<file path="src/design/btpc_pkg.sv">
// ----------------------------------------------------------------------------
// btpc_pkg
// shared types, constants and helpers for the barometric compensation block
// ----------------------------------------------------------------------------
package btpc_pkg;

  localparam int unsigned CAL_W    = 48;
  localparam int unsigned DATA_W   = 64;
  localparam int unsigned ADDR_W   = 5;
  localparam int unsigned SAMPLE_W = 20;

  localparam logic [63:0] T_OFFSET = 64'd128000;
  localparam logic [20:0] P_BASE   = 21'd1048576;
  localparam logic [63:0] P_SCALE  = 64'd3125;
  localparam logic [63:0] ROUND    = 64'd128;
  localparam logic [63:0] P_BIAS   = 64'd1 << 47;

  localparam logic [1:0] REG_TEMP    = 2'd0;
  localparam logic [1:0] REG_PRESS_A = 2'd1;
  localparam logic [1:0] REG_PRESS_B = 2'd2;
  localparam logic [1:0] REG_PRESS_C = 2'd3;

  typedef struct packed {
    logic        start;
    logic [63:0] a;
    logic [63:0] b;
  } btpc_req_t;

  typedef struct packed {
    logic        done;
    logic [63:0] res;
  } btpc_rsp_t;

  function automatic logic [63:0] sx16(input logic [15:0] w);
    return {{48{w[15]}}, w};
  endfunction

  function automatic logic [63:0] asr(input logic [63:0] x, input int unsigned s);
    return 64'($signed(x) >>> s);
  endfunction

endpackage

</file>
<file path="src/design/btpc_mul.sv">
// ----------------------------------------------------------------------------
// btpc_mul
// low 64 bits of a 64x64 product from one 32x32 multiplier, reused over successive steps
// ----------------------------------------------------------------------------
module btpc_mul (
  input  logic                clk,
  input  logic                rst_n,
  input  btpc_pkg::btpc_req_t req,
  output btpc_pkg::btpc_rsp_t rsp
);
  import btpc_pkg::*;

  logic [63:0] a_r, b_r, acc_r, acc_nxt;
  logic [1:0]  step_r;
  logic        busy_r, done_r;
  logic [31:0] opa, opb;
  logic [63:0] prod;

  always_comb begin
    case (step_r)
      2'd0:    begin opa = a_r[31:0];  opb = b_r[31:0];  end
      2'd1:    begin opa = a_r[63:32]; opb = b_r[31:0];  end
      default: begin opa = a_r[31:0];  opb = b_r[63:32]; end
    endcase
    prod = {32'd0, opa} * {32'd0, opb};
    if (step_r == 2'd0) acc_nxt = prod;
    else acc_nxt = acc_r + {prod[31:0], 32'd0};
  end

  always_ff @(posedge clk) begin
    if (!rst_n) begin
      busy_r <= 1'b0;
      done_r <= 1'b0;
      step_r <= 2'd0;
    end else begin
      done_r <= 1'b0;
      if (req.start) begin
        a_r    <= req.a;
        b_r    <= req.b;
        step_r <= 2'd0;
        busy_r <= 1'b1;
      end else if (busy_r) begin
        acc_r  <= acc_nxt;
        step_r <= step_r + 2'd1;
        if (step_r == 2'd2) begin
          busy_r <= 1'b0;
          done_r <= 1'b1;
        end
      end
    end
  end

  assign rsp.done = done_r;
  assign rsp.res  = acc_r;

endmodule

</file>
<file path="config.mk">
export PLATFORM = sky130hd
export DESIGN_NAME = btpc_mul
export DESIGN_NICKNAME = d
export VERILOG_FILES = /design/src/design/btpc_pkg.sv /design/src/design/btpc_mul.sv
export SDC_FILE = /design/constraint.sdc
export NUM_CORES = 2
export LEC_CHECK = 0
export ABC_AREA = 0
export ABC_CLOCK_PERIOD_IN_PS = 31300
export BUFFER_PORTS_ARGS = -buffer_cell sky130_fd_sc_hd__clkbuf_2
export CELL_PAD_IN_SITES_DETAIL_PLACEMENT = 1
export CELL_PAD_IN_SITES_GLOBAL_PLACEMENT = 1
export CORE_ASPECT_RATIO = 0.8
export CORE_MARGIN = 3
export CORE_UTILIZATION = 30
export CTS_CLUSTER_DIAMETER = 100
export DETAILED_ROUTE_END_ITERATION = 10
export GPL_TIMING_DRIVEN = 1
export HOLD_SLACK_MARGIN = 0.08
export PLACE_DENSITY = 0.63
export SETUP_SLACK_MARGIN = 0.3
export SYNTH_ARGS = -nofsm -noshare
export SYNTH_HDL_FRONTEND = slang
export SYNTH_SLANG_ARGS = --single-unit
</file>
<file path="constraint.sdc">
create_clock -name clk -period 31.3 [get_ports clk]
set_input_delay 9.39 -clock clk [delete_from_list [all_inputs] [get_ports clk]]
set_output_delay 9.39 -clock clk [all_outputs]
set_load 0.1 [all_outputs]
</file>
==> flow_summary.ini <==
[grt]
grt_usage_pct = 22.3
grt_overflow = 0
antenna_found_initial = 6
grt_max_degree = 61
grt_pass1_vias = 34400
grt_pass1_wl_mm = 230

[die]
die_area_mm2 = 0.142
die_height_um = 338
coreArea_mm2 = 0.136
die_x_um = 421
start_util_pct = 30.3
fp-row-count = 121
io_pins = 196

[yosys]
ys.flop_type = edfxtp_1
syn-num-nets = 5660
syn_avg_cell_area_um2 = 9.53
synth_cell_types = 73
seq_area_frac_synth_pct = 14.2
yosysWarnings = 0
synth_area_mm2 = 0.0413
ys_ff_latch = 196
async_flop_share_pct = 0
synth_edf_count = 192
synthCells = 4333

[worst_setup_path]
crit_top_cell = fa_1
crit_family = adder cells
worst-path-max-fanout = 29
arrival_ns = 12.36
rr_worst_depth = 33
critical_path_class = flip-flop to flip-flop
max_stage_delay_ns = 0.91
ff2ff_setup_slack_ns = 19.27
crit_path_end_kind = flip-flop
r2r-start = step_r[0]
required_ns = 31.62
critPathBufInv = 6
rr_endpoint = acc_r[60]
critPathLaunchType = flip-flop
slowest_stage = nor2_4

[finish]
syn_to_final_growth_pct = 9.45
drive_above_1_share_pct = 9.44
final_common_cell = fa_1
nNetsFinal = 5743
layout_common_cells = fa_1 (897), inv_1 (882), nand2_1 (728)

[clock_tree]
cts-resized-gates = 0
postCtsSetupBuffers = 0
cts-root-buf = clkbuf_16
clkTransAtPathRegs_ns = 0.10
cts_tree = done
htreeDepth = 4
clk_latency_ns = 0.58
cts_buffer_depth = 2
cts_num_sinks = 196
hold_buffers = 0
cts_made_buffers = 17

[detailed_routing]
drtPass1Iterations = 5
drtIter0Drc = 2378
met1Wirelength_mm = 67.3
postRouteAntennaNets = 0
wl_mm = 154
dr_total_vias = 31200
top_layer = met5
avgRoutedWirePerCell_um = 24.6
routed_via_density = 4.97
drc = 0
wl_met2_mm = 70.1
wl_met3_mm = 12.9

[sta]
hold_violations = 0
setup_viol = 0
worst_pin_slew_ns = 1.24
slew_headroom_pct = 15.0
finalCriticalPeriod_ns = 12.03
finalMaxSlewViolations = 0
min_period_over_period_pct = 38.4
rsz0062_at_grt = no
max_freq_mhz = 83.1
fin_setup_tns_ns = 0
clock-skew-final_ns = 0.0381

[min_path]
hold_depth = 2
hold_end = step_r[1]
hp-class = flip-flop to flip-flop
worstHoldStart = step_r[1]

[place]
gp_congestion = 0.942
place_hpwl_mm = 125
io_buffer_count = 195

[run_status]
outcome = completed

[flow_run]
drv_cap = 0
per-stage QoR:
step / utilization [%] / instances / hold slack, ns / worst slack (ns) / cell area (µm²)
2_1_floorplan: - / 4333 / 0.487 / 18.48 / 41300
3_3_place_gp: 32.6 / 6242 / 0.514 / 19.51 / 44500
3_5_place_dp: 32.6 / 6242 / 0.537 / 19.40 / 44500
4_1_cts: 33.1 / 6274 / 0.555 / 19.37 / 45200
5_1_grt: 33.1 / 6274 / 0.616 / 18.74 / 45200
6_report: 33.1 / 6276 / 0.554 / 19.27 / 45200
cells in the mapped netlist, types with 43 or more instances:
library cell | number | area, µm²
clkbuf_1 | 191 | 717
mux2i_1 | 63 | 631
and2_1 | 53 | 332
a21o_1 | 68 | 510
fa_1 | 897 | 18000
edfxtp_1 | 192 | 5770
o21ai_0 | 50 | 250
a21oi_1 | 97 | 485
mux2_2 | 66 | 743
inv_1 | 882 | 3310
ha_1 | 299 | 3740
xnor2_1 | 43 | 377
nor2_1 | 410 | 1540
nand2_1 | 728 | 2730
cell families after synthesis:
family,Yosys count,synth area share [%]
and+or+nand+nor,1314,13.0
adders and majority gates,1196,52.6
buffers and inverters,1095,10.0
AOI/OAI and AO/OA,319,5.09
DFF,196,14.2
muxes,129,3.33
xor gates and xnor gates,84,1.82
routing by layer:
| metal | vias to the layer above | track usage [%] |
|---|---|---|
| met5 | - | 0 |
| met4 | 2 | 5.71 |
| met3 | 171 | 5.81 |
| met2 | 1040 | 35.0 |
| met1 | 16700 | 30.5 |
| li1 | 13300 | - |
final cells by class:
type                            count  area (µm²)
Fill cell                       15700       91200
Multi-Input combinational cell   3042       31500
Sequential cell                   196        5850
Inverter                          883        3310
Tap cell                         1845        2310
Timing Repair Buffer              276        1580
Clock buffer                       17         425
Clock inverter                     15         226
Antenna cell                        2        5.00
worst max path at each step:
stage	start	to	slack [ns]	depth (start not counted)
2_1_floorplan	rst_n	a_r[0]	18.48	1
5_1_grt	step_r[0]	acc_r[60]	18.74	35
3_3_place_gp	req[128]	a_r[38]	19.51	4
6_report	step_r[0]	acc_r[60]	19.27	33
4_1_cts	step_r[0]	acc_r[60]	19.37	33
3_5_place_dp	req[128]	a_r[33]	19.40	4
worst reg2reg max path: cells and delay by family, from the launching register on:
kind	cells	cell delay (ns)
simple gates	9	2.83
xor+xnor	1	0.43
fa+ha+maj	11	5.18
compound gates	5	1.08
buf+inv	6	1.06
mux	1	0.79
flops	1	0.43
state kept, by name, indices dropped and copies added, names as in the netlist:
| register | cells |
|---|---|
| a_r | 64 |
| acc_r | 64 |
| b_r | 64 |
| step_r | 2 |
| busy_r | 1 |
| done_r | 1 |
Power is not shown: default switching activity piles up to over one toggle a cycle in this logic, so the estimate is an artifact.
