===== config.mk =====
export PLATFORM = sky130hd
export DESIGN_NAME = btpc_div
export DESIGN_NICKNAME = d
export VERILOG_FILES = /design/src/design/btpc_pkg.sv /design/src/design/btpc_div.sv
export SDC_FILE = /design/constraint.sdc
export NUM_CORES = 1
export LEC_CHECK = 0
export BUFFER_PORTS_ARGS = -buffer_cell sky130_fd_sc_hd__buf_2
export CORE_UTILIZATION = 54
export DETAILED_ROUTE_END_ITERATION = 10
export PLACE_DENSITY_LB_ADDON = 0.3
export SLEW_MARGIN = 10
export SYNTH_ARGS = -nofsm -noshare
export SYNTH_HDL_FRONTEND = slang
export SYNTH_SLANG_ARGS = --single-unit

===== constraint.sdc =====
create_clock -name clk -period 5.5 [get_ports clk]
set_input_delay 1.1 -clock clk [delete_from_list [all_inputs] [get_ports clk]]
set_output_delay 1.1 -clock clk [all_outputs]
set_load 0.05 [all_outputs]

===== src/design/btpc_pkg.sv =====
// ----------------------------------------------------------------------------
// btpc_pkg
// shared types, constants and helpers for the barometric compensation block
// ----------------------------------------------------------------------------
package btpc_pkg;

  localparam int unsigned CAL_W    = 48;
  localparam int unsigned DATA_W   = 64;
  localparam int unsigned ADDR_W   = 5;
  localparam int unsigned SAMPLE_W = 20;

  localparam logic [63:0] T_OFFSET = 64'd128000;
  localparam logic [20:0] P_BASE   = 21'd1048576;
  localparam logic [63:0] P_SCALE  = 64'd3125;
  localparam logic [63:0] ROUND    = 64'd128;
  localparam logic [63:0] P_BIAS   = 64'd1 << 47;

  localparam logic [1:0] REG_TEMP    = 2'd0;
  localparam logic [1:0] REG_PRESS_A = 2'd1;
  localparam logic [1:0] REG_PRESS_B = 2'd2;
  localparam logic [1:0] REG_PRESS_C = 2'd3;

  typedef struct packed {
    logic        start;
    logic [63:0] a;
    logic [63:0] b;
  } btpc_req_t;

  typedef struct packed {
    logic        done;
    logic [63:0] res;
  } btpc_rsp_t;

  function automatic logic [63:0] sx16(input logic [15:0] w);
    return {{48{w[15]}}, w};
  endfunction

  function automatic logic [63:0] asr(input logic [63:0] x, input int unsigned s);
    return 64'($signed(x) >>> s);
  endfunction

endpackage


===== src/design/btpc_div.sv =====
// ----------------------------------------------------------------------------
// btpc_div
// signed 64-bit restoring divider, one quotient bit per cycle
// ----------------------------------------------------------------------------
module btpc_div (
  input  logic                clk,
  input  logic                rst_n,
  input  btpc_pkg::btpc_req_t req,
  output btpc_pkg::btpc_rsp_t rsp
);
  import btpc_pkg::*;

  logic [63:0] rem_r, quo_r, ub_r;
  logic [5:0]  cnt_r;
  logic        busy_r, done_r, neg_r;
  logic [64:0] rem_s, diff;

  assign rem_s = {rem_r, quo_r[63]};
  assign diff  = rem_s - {1'b0, ub_r};

  always_ff @(posedge clk) begin
    if (!rst_n) begin
      busy_r <= 1'b0;
      done_r <= 1'b0;
      cnt_r  <= 6'd0;
    end else begin
      done_r <= 1'b0;
      if (req.start) begin
        quo_r  <= req.a[63] ? 64'd0 - req.a : req.a;
        ub_r   <= req.b[63] ? 64'd0 - req.b : req.b;
        neg_r  <= req.a[63] ^ req.b[63];
        rem_r  <= 64'd0;
        cnt_r  <= 6'd0;
        busy_r <= 1'b1;
      end else if (busy_r) begin
        rem_r <= diff[64] ? rem_s[63:0] : diff[63:0];
        quo_r <= {quo_r[62:0], ~diff[64]};
        cnt_r <= cnt_r + 6'd1;
        if (cnt_r == 6'd63) begin
          busy_r <= 1'b0;
          done_r <= 1'b1;
        end
      end
    end
  end

  assign rsp.done = done_r;
  assign rsp.res  = neg_r ? 64'd0 - quo_r : quo_r;

endmodule


==> results of run 1 <==
==> registers in the layout, indices dropped and copies added, names as in the netlist <==
name    count
busy_r      1
cnt_r       6
ub_r       64
neg_r       1
quo_r      64
rem_r      64
done_r      1
==> Yosys cell counts (9+ instances only) <==
library cell,number,share of area (%)
xor2_1,82,4.6
nor3_1,20,0.64
o21ai_0,111,3.5
o21bai_1,13,0.62
or4_1,23,1.1
nor2b_1,10,0.40
a21oi_1,163,5.2
inv_1,96,2.3
a31oi_1,10,0.40
ha_1,68,5.4
buf_1,9,0.21
nand2_1,125,3.0
or2_2,11,0.44
a21o_1,35,1.7
a211oi_1,15,0.71
mux2i_1,41,2.6
o41ai_1,22,1.2
nand3_1,27,0.86
edfxtp_1,193,37
o31ai_1,50,2.4
or3_1,42,1.7
and3_1,10,0.40
clkbuf_1,74,1.8
nand2b_1,14,0.56
xnor2_1,161,8.9
nor2_1,157,3.7
nand4_1,25,0.99
nor4_1,9,0.36
==> per-stage QoR <==
stage          TNS [ns]  setup slack (ns)  cell area, sq um  instances
2_1_floorplan         0          0.005929             15920       1735
3_3_place_gp     -1.447           -0.1570             17330       2264
3_5_place_dp     -2.719           -0.2381             17330       2264
4_1_cts          -12.10           -0.6269             18460       2314
5_1_grt          -15.19           -0.7465             18550       2319
6_report         -12.68           -0.6336             18550       2319
==> power breakdown <==
group / internal, uW / switching, uW / leakage [uW] / total [uW]
Sequential: 1840 / 91.0 / 0.00190 / 1930
Combinational: 669 / 1100 / 0.00501 / 1770
Clock: 915 / 631 / 0.000375 / 1550
==> layer usage <==
metal	GRT usage (%)	wire length [um]	part of all wire [%]	up-vias
met1	35.66	18070	44	6661
met2	44.30	19110	47	520
met5	0	0	0	-
met3	2.704	2200	5.4	109
li1	-	-	-	6731
met4	11.47	1659	4.0	0
==> what timing repair did <==
action / in CTS / in global routing
cloned: 2 / 0
pin swaps: 10 / 12
setup endpoints to repair: 26 / 30
buffers inserted: 6 / 5
resized for setup: 80 / 15
==> worst min-delay path, stage by stage (launching register included) <==
cell,delay (ns)
dfxtp_1,0.32
o21ai_0,0.07
a21oi_1,0.06
==> path summary, 6_finish.rpt <==
check | slack (ns) | to | depth (start not counted)
worst max-delay path | -0.63 | rsp[56] | 12
worst min-delay path | 0.50 | cnt_r[5] | 2
worst max register to register | 0.90 | rem_r[38] | 15
worst min register to register | 0.50 | cnt_r[5] | 2
==> area by class of cell <==
type / instances / area [sq um] / area share (%)
Tap cell: 384 / 480.5 / 2.590
Clock inverter: 13 / 110.1 / 0.5935
Clock buffer: 29 / 640.6 / 3.453
Sequential cell: 201 / 5956 / 32.10
Inverter: 96 / 360.3 / 1.942
Multi-Input combinational cell: 1352 / 9474 / 51.07
Timing Repair Buffer: 244 / 1531 / 8.255
==> kinds of logic after synthesis <==
kind of cell	after synthesis	synth area share, %
adder cells (fa/ha/maj)	69	5.525
multiplexers	43	2.747
AO/OA/AOI/OAI	488	19.87
buffers and inverters	183	4.501
AND/OR/NAND/NOR	508	16.07
flip-flops	201	37.79
XOR/XNOR	243	13.50
==> results.json, run 1 <==
{
  "die_y_um": 172.8,
  "cap_violations": 0,
  "crit_chain": "or4_4 -> or4_4 -> or4_4 -> or3_4 -> or3_4 -> or4_4 -> or3_4 -> or3_4 -> buf_8 -> o41ai_4 -> xnor2_2 -> buf_6",
  "avgRoutedWirePerCell_um": 17.70,
  "insertion_delay_ns": 0.53,
  "core_area_sq_mm": 0.02870,
  "gp_congestion": 0.9335,
  "ir_drop_mv": 0.2066,
  "track_usage_pct": 26.72,
  "viasPerCell": 6.046,
  "ys_warn_count": 0,
  "ctsHoldBuffers": 0,
  "ys_types": 69,
  "rsz0062_at_grt": "yes",
  "finalHoldViolations": 0,
  "end_kind": "output pin",
  "vias": 14021,
  "power.total_uw": 5251,
  "synth_edf_count": 193,
  "ant_nets": 0,
  "cts_sinks": 201,
  "io_buffers": 195,
  "period_needed_ns": 6.134,
  "ios": 196,
  "rows": 62,
  "drtPass1Iterations": 6,
  "cts_buffer_depth": 3,
  "whs_ns": 0.5035,
  "layout_commonest_cell": "edfxtp_1",
  "violations": "setup timing",
  "crit_type": "flip-flop to output pin",
  "drive_above_1_share_pct": 19.07,
  "rr_startpoint": "quo_r[63]",
  "dieArea_sq_mm": 0.02988,
  "path_max_fanout": 5,
  "nFillCells": 2325,
  "syn_nets": 1935,
  "grt_pass1_wl_um": 66290,
  "clock.fmax_mhz": 163.0,
  "netlist_area_sq_mm": 0.01576,
  "slowest_delay_ns": 0.57,
  "postLayoutCoreUtil_pct": 64.64,
  "power_density_mw_per_mm2": 283.1,
  "drtIter0Drc": 1293,
  "critical-path-top-delay-family": "simple AND/OR/NAND/NOR gates",
  "cts_tree": "built",
  "postSynthCellCount": 1735,
  "arrival_ns": 5.03,
  "cts_made_buffers": 24,
  "routed_wl_um": 41040,
  "slew_headroom_pct": 26.51,
  "floorplan.initialDensity_pct": 54.91,
  "clkSlewWorstSetupHoldPaths_ns": 0.06,
  "ys_seq_area_share_pct": 37.79,
  "setup_viol": 25,
  "drc_errors": 0,
  "antenna_found_initial": 0,
  "dpl.hpwl_um": 30070,
  "cp_slowest_cell": "or4_4",
  "leakage_uw": 0.007283,
  "area_delta_synth_final_pct": 17.71,
  "min_from": "cnt_r[5]",
  "cts_root_buffer": "clkbuf_16",
  "synth_seq_cells": 201,
  "setup_slack_ns": -0.6336,
  "diodes": 0,
  "synth_ff_type": "edfxtp_1",
  "grt_max_degree": 79,
  "nets": 2119,
  "startpoint_type": "flip-flop",
  "hold_path_class": "flip-flop to flip-flop",
  "h-tree-depth": 1,
  "syn_avg_cell_area_sq_um": 9.084,
  "grt_pass1_vias": 13561,
  "final_cell_mix": "edfxtp_1 (193), buf_2 (164), a21oi_1 (163)",
  "finalClockSkew_ns": 0.01436,
  "status": "finished with violations",
  "required_ns": 4.40,
  "period_share_pct": 111.5,
  "overflow": 0,
  "path_buf_inv": 2,
  "worstMarginPinSlew_ns": 1.102,
  "critPathLaunch": "quo_r[6]",
  "maxSlewViolCount": 0,
  "async_reset_ff_share_pct": 0,
  "fp.dieW_um": 172.8
}
(Power assumes the default switching activity.)
==> inputs of run 2 (changes only) <==
--- a/config.mk
+++ b/config.mk
@@ -6,8 +6,9 @@
 export NUM_CORES = 1
 export LEC_CHECK = 0
 export BUFFER_PORTS_ARGS = -buffer_cell sky130_fd_sc_hd__buf_2
-export CORE_UTILIZATION = 54
+export CORE_UTILIZATION = 60
 export DETAILED_ROUTE_END_ITERATION = 10
+export MAX_ROUTING_LAYER = met4
 export PLACE_DENSITY_LB_ADDON = 0.3
 export SLEW_MARGIN = 10
 export SYNTH_ARGS = -nofsm -noshare
==> constraint.sdc (replaced) <==
create_clock -name clk -period 7.7 [get_ports clk]
set_input_delay 1.54 -clock clk [delete_from_list [all_inputs] [get_ports clk]]
set_output_delay 1.54 -clock clk [all_outputs]
set_load 0.05 [all_outputs]
==> results.json, run 2 (synthesis gave the netlist of run 1 again) <==
{
  "status": "complete, no violations",
  "grt_pass1_vias": 12971,
  "critPathLaunch": "quo_r[6]",
  "cap_violations": 0,
  "startpoint_type": "flip-flop",
  "path_buf_inv": 1,
  "slew_headroom_pct": 22.00,
  "avgRoutedWirePerCell_um": 17.74,
  "io_buffers": 195,
  "grt_max_degree": 106,
  "routed_wl_um": 39500,
  "period_share_pct": 90.64,
  "final_cell_mix": "buf_2 (194), edfxtp_1 (193), a21oi_1 (163)",
  "gp_congestion": 0.9515,
  "leakage_uw": 0.006867,
  "rows": 58,
  "cts-resized-gates": 0,
  "drtPass1Iterations": 5,
  "fin_cells": 2227,
  "dieArea_sq_mm": 0.02692,
  "clkSlewWorstSetupHoldPaths_ns": 0.06,
  "dpl.hpwl_um": 28750,
  "cp_slowest_cell": "or4_4",
  "critical-path-top-delay-family": "simple AND/OR/NAND/NOR gates",
  "crit_top_cell": "or4_4",
  "rr_startpoint": "quo_r[63]",
  "period_needed_ns": 6.979,
  "post_cts_buffers": 0,
  "finalHoldViolations": 0,
  "cts_sinks": 201,
  "cts_tree": "built",
  "finalClockSkew_ns": 0.01981,
  "drtIter0Drc": 1225,
  "ir_drop_mv": 0.2088,
  "overflow": 0,
  "min_from": "cnt_r[5]",
  "layout_commonest_cell": "buf_2",
  "fp.dieW_um": 164.1,
  "grt_pass1_wl_um": 63680,
  "drive_above_1_share_pct": 15.26,
  "cts_buffer_depth": 3,
  "die_y_um": 164.1,
  "largestRegisters": "quo_r x64, rem_r x64, ub_r x64",
  "crit_type": "flip-flop to output pin",
  "ant_nets": 0,
  "ios": 196,
  "required_ns": 6.16,
  "clock.fmax_mhz": 143.3,
  "fin_setup_tns_ns": 0,
  "end_kind": "output pin",
  "hold-path-cell-count": 2,
  "h-tree-depth": 1,
  "nFillCells": 2009,
  "area_delta_synth_final_pct": 12.35,
  "floorplan.initialDensity_pct": 61.88,
  "cp_num_cells": 11,
  "insertion_delay_ns": 0.54,
  "track_usage_pct": 30.17,
  "slowest_delay_ns": 0.59,
  "crit_chain": "or4_4 -> or4_4 -> or4_4 -> or3_4 -> or3_1 -> or4_4 -> or3_1 -> or3_1 -> o41ai_2 -> xnor2_1 -> buf_2",
  "hold_path_class": "flip-flop to flip-flop",
  "r2r_cells": 15,
  "core_area_sq_mm": 0.02547,
  "drc_errors": 0,
  "ctsHoldBuffers": 0,
  "postLayoutCoreUtil_pct": 69.52,
  "cts_root_buffer": "clkbuf_16",
  "setup_viol": 0,
  "worstMarginPinSlew_ns": 1.159,
  "cts_made_buffers": 24,
  "power_density_mw_per_mm2": 213.4,
  "vias": 13733,
  "dp.cells": 2180,
  "viasPerCell": 6.167,
  "nets": 2076,
  "maxSlewViolCount": 0,
  "antenna_found_initial": 2,
  "rsz0062_at_grt": "no",
  "arrival_ns": 5.44,
  "path_max_fanout": 10
}
-- run 2: through the flow --
step                      power [uW]  worst slack [ns]  hold WS [ns]  cell area [sq um]
after floorplan                 2294             1.614        0.4577              15760
after global placement          2550             1.421        0.4745              16870
after detailed placement        2577             1.313        0.4847              16870
after CTS                       3780            0.7243        0.4945              17700
after global routing            3957            0.5825        0.5154              17710
final                           3779            0.7206        0.4995              17710
-- run 2: worst paths after layout --
| kind | end | slack (ns) |
|---|---|---|
| worst max register to register | rem_r[38] | 2.61 |
| worst min-delay path | cnt_r[5] | 0.50 |
| worst max-delay path | rsp[56] | 0.72 |
| worst min register to register | cnt_r[5] | 0.50 |
-- run 2: final cells by class --
cell class	count	area, sq um	area share [%]
sequential	201	5956	33.63
multi-input combinational	1351	9106	51.42
tap	330	412.9	2.332
timing repair buffer	202	1031	5.822
clock buffer	26	628.1	3.547
inverter	96	360.3	2.035
clock inverter	18	206.4	1.166
antenna	3	7.507	0.04239
-- run 2: tightest hold or removal path, delay by kind of cell, from the launching register on --
kind | cells | cell delay, ns
AOI/OAI and AO/OA | 2 | 0.13
DFF | 1 | 0.32
-- run 2: routing by layer --
layer	global-route usage (%)	wire (um)	vias to the layer above	part of all wire, %
met3	3.434	1924	99	4.9
met2	48.18	18850	417	48
li1	-	-	6644	-
met1	39.65	17360	6573	44
met5	-	0	-	0
met4	10.90	1363	0	3.5
-- run 2: where the power goes --
group | total [uW] | switching [uW] | internal [uW]
combinational | 1200 | 767 | 432
clock | 1200 | 476 | 724
sequential | 1380 | 62.1 | 1320
==> inputs of run 3 (changes only) <==
--- a/config.mk
+++ b/config.mk
@@ -6,7 +6,7 @@
 export NUM_CORES = 1
 export LEC_CHECK = 0
 export BUFFER_PORTS_ARGS = -buffer_cell sky130_fd_sc_hd__buf_2
-export CORE_UTILIZATION = 60
+export CORE_UTILIZATION = 65
 export DETAILED_ROUTE_END_ITERATION = 10
 export MAX_ROUTING_LAYER = met4
 export PLACE_DENSITY_LB_ADDON = 0.3
==> results.json, run 3 (synthesis gave the netlist of run 1 again) <==
{
  "status": "complete, no violations",
  "layout_commonest_cell": "buf_2",
  "clock.fmax_mhz": 142.9,
  "arrival_ns": 5.46,
  "dieArea_sq_mm": 0.02488,
  "ant_nets": 0,
  "leakage_uw": 0.006855,
  "ir_drop_mv": 0.2028,
  "drive_above_1_share_pct": 15.42,
  "track_usage_pct": 33.05,
  "grt_pass1_vias": 13102,
  "cts_buffer_depth": 3,
  "crit_top_cell": "or4_4",
  "power.total_uw": 3730,
  "fp.dieW_um": 157.7,
  "finalClockSkew_ns": 0.02254,
  "period_share_pct": 90.91,
  "maxSlewViolCount": 0,
  "grt_pass1_wl_um": 63940,
  "path_max_fanout": 10,
  "antenna_found_initial": 3,
  "whs_ns": 0.4965,
  "stdcell_area_sq_mm": 0.01767,
  "dp.cells": 2169,
  "end_kind": "output pin",
  "finalHoldViolations": 0,
  "final_cell_mix": "buf_2 (194), edfxtp_1 (193), a21oi_1 (163)",
  "slowest_delay_ns": 0.59,
  "critical-path-top-delay-family": "simple AND/OR/NAND/NOR gates",
  "placed_cell_area_sq_mm": 0.01685,
  "io_buffers": 195,
  "required_ns": 6.16,
  "hold_path_class": "flip-flop to flip-flop",
  "grt_max_degree": 106,
  "crit_chain": "or4_4 -> or4_4 -> or4_4 -> or3_4 -> or3_1 -> or4_4 -> or3_1 -> or3_1 -> o41ai_2 -> xnor2_1 -> buf_2",
  "vias": 13872,
  "avgRoutedWirePerCell_um": 18.09,
  "slew_headroom_pct": 19.12,
  "power_density_mw_per_mm2": 211.1,
  "post_cts_buffers": 0,
  "routed_wl_um": 40100,
  "setup_viol": 0,
  "cap_violations": 0,
  "startpoint_type": "flip-flop",
  "ios": 196,
  "nets": 2076,
  "overflow": 0,
  "crit_type": "flip-flop to output pin",
  "drc_errors": 0,
  "worstMarginPinSlew_ns": 1.213,
  "gp_congestion": 0.9448,
  "path_buf_inv": 1,
  "ctsHoldBuffers": 0,
  "cts_tree": "built",
  "area_delta_synth_final_pct": 12.10,
  "viasPerCell": 6.260,
  "drtIter0Drc": 1276,
  "clkSlewWorstSetupHoldPaths_ns": 0.06,
  "die_y_um": 157.7,
  "insertion_delay_ns": 0.54,
  "floorplan.initialDensity_pct": 66.75,
  "fin_setup_tns_ns": 0,
  "period_needed_ns": 7.000,
  "cts_made_buffers": 24,
  "fin_cells": 2216,
  "rows": 56,
  "cts-resized-gates": 0,
  "rsz0062_at_grt": "no",
  "dpl.hpwl_um": 29140,
  "core_area_sq_mm": 0.02361,
  "cts_root_buffer": "clkbuf_16",
  "cp_slowest_cell": "or4_4",
  "h-tree-depth": 1,
  "drtPass1Iterations": 5,
  "largestRegisters": "quo_r x64, rem_r x64, ub_r x64",
  "cts_sinks": 201
}
-- run 3: cell types whose count changed in the layout (fill, tap and decap cells not counted), sizes merged --
cell / previous run / this run
clkbuf: 26 / 33
bufinv: 4 / 1
inv: 96 / 98
clkinv: 12 / 6
-- run 3: final timing paths --
check	startpoint	to	slack, ns	cells past startpoint
worst min-delay path	cnt_r[5]	cnt_r[5]	0.50	2
worst min register to register	cnt_r[5]	cnt_r[5]	0.50	2
worst max-delay path	quo_r[6]	rsp[62]	0.70	11
worst max register to register	quo_r[63]	rem_r[23]	2.43	15
-- run 3: power breakdown --
part / leakage, uW / internal, uW / switching (uW)
clock network: 0.000390 / 669 / 472
registers: 0.00190 / 1320 / 62.3
logic: 0.00456 / 434 / 776
total: 0.00685 / 2420 / 1310
-- run 3: routing by layer --
layer  global-route usage (%)  routed length (um)  part of all wire [%]
met5                        -                   0                     0
met4                    14.15                1723                   4.3
met3                    3.449                2388                   6.0
met2                    53.41               19140                    48
met1                    42.31               16840                    42
-- run 3: worst reg2reg max path: cells and delay by family, from the launching register on --
kind / cells / cell delay [ns]
muxes: 1 / 0.26
and+or+nand+nor: 4 / 1.43
DFF: 1 / 0.50
buffers and inverters: 3 / 0.74
AOI/OAI and AO/OA: 5 / 1.40
adders and majority gates: 2 / 0.67
-- run 3: through the flow --
step	util (%)	setup slack (ns)
CTS	74.77	0.7174
floorplan	-	1.614
detailed placement	71.37	1.309
global route	74.83	0.5437
global placement	71.37	1.416
finish	74.83	0.7001
-- run 3: layout make-up --
cell class / instances / area (sq um)
Multi-Input combinational cell: 1351 / 9112
Sequential cell: 201 / 5956
Fill cell: 1750 / 5944
Timing Repair Buffer: 202 / 1031
Clock buffer: 33 / 694.4
Tap cell: 319 / 399.1
Inverter: 96 / 360.3
Clock inverter: 11 / 107.6
Antenna cell: 3 / 7.507
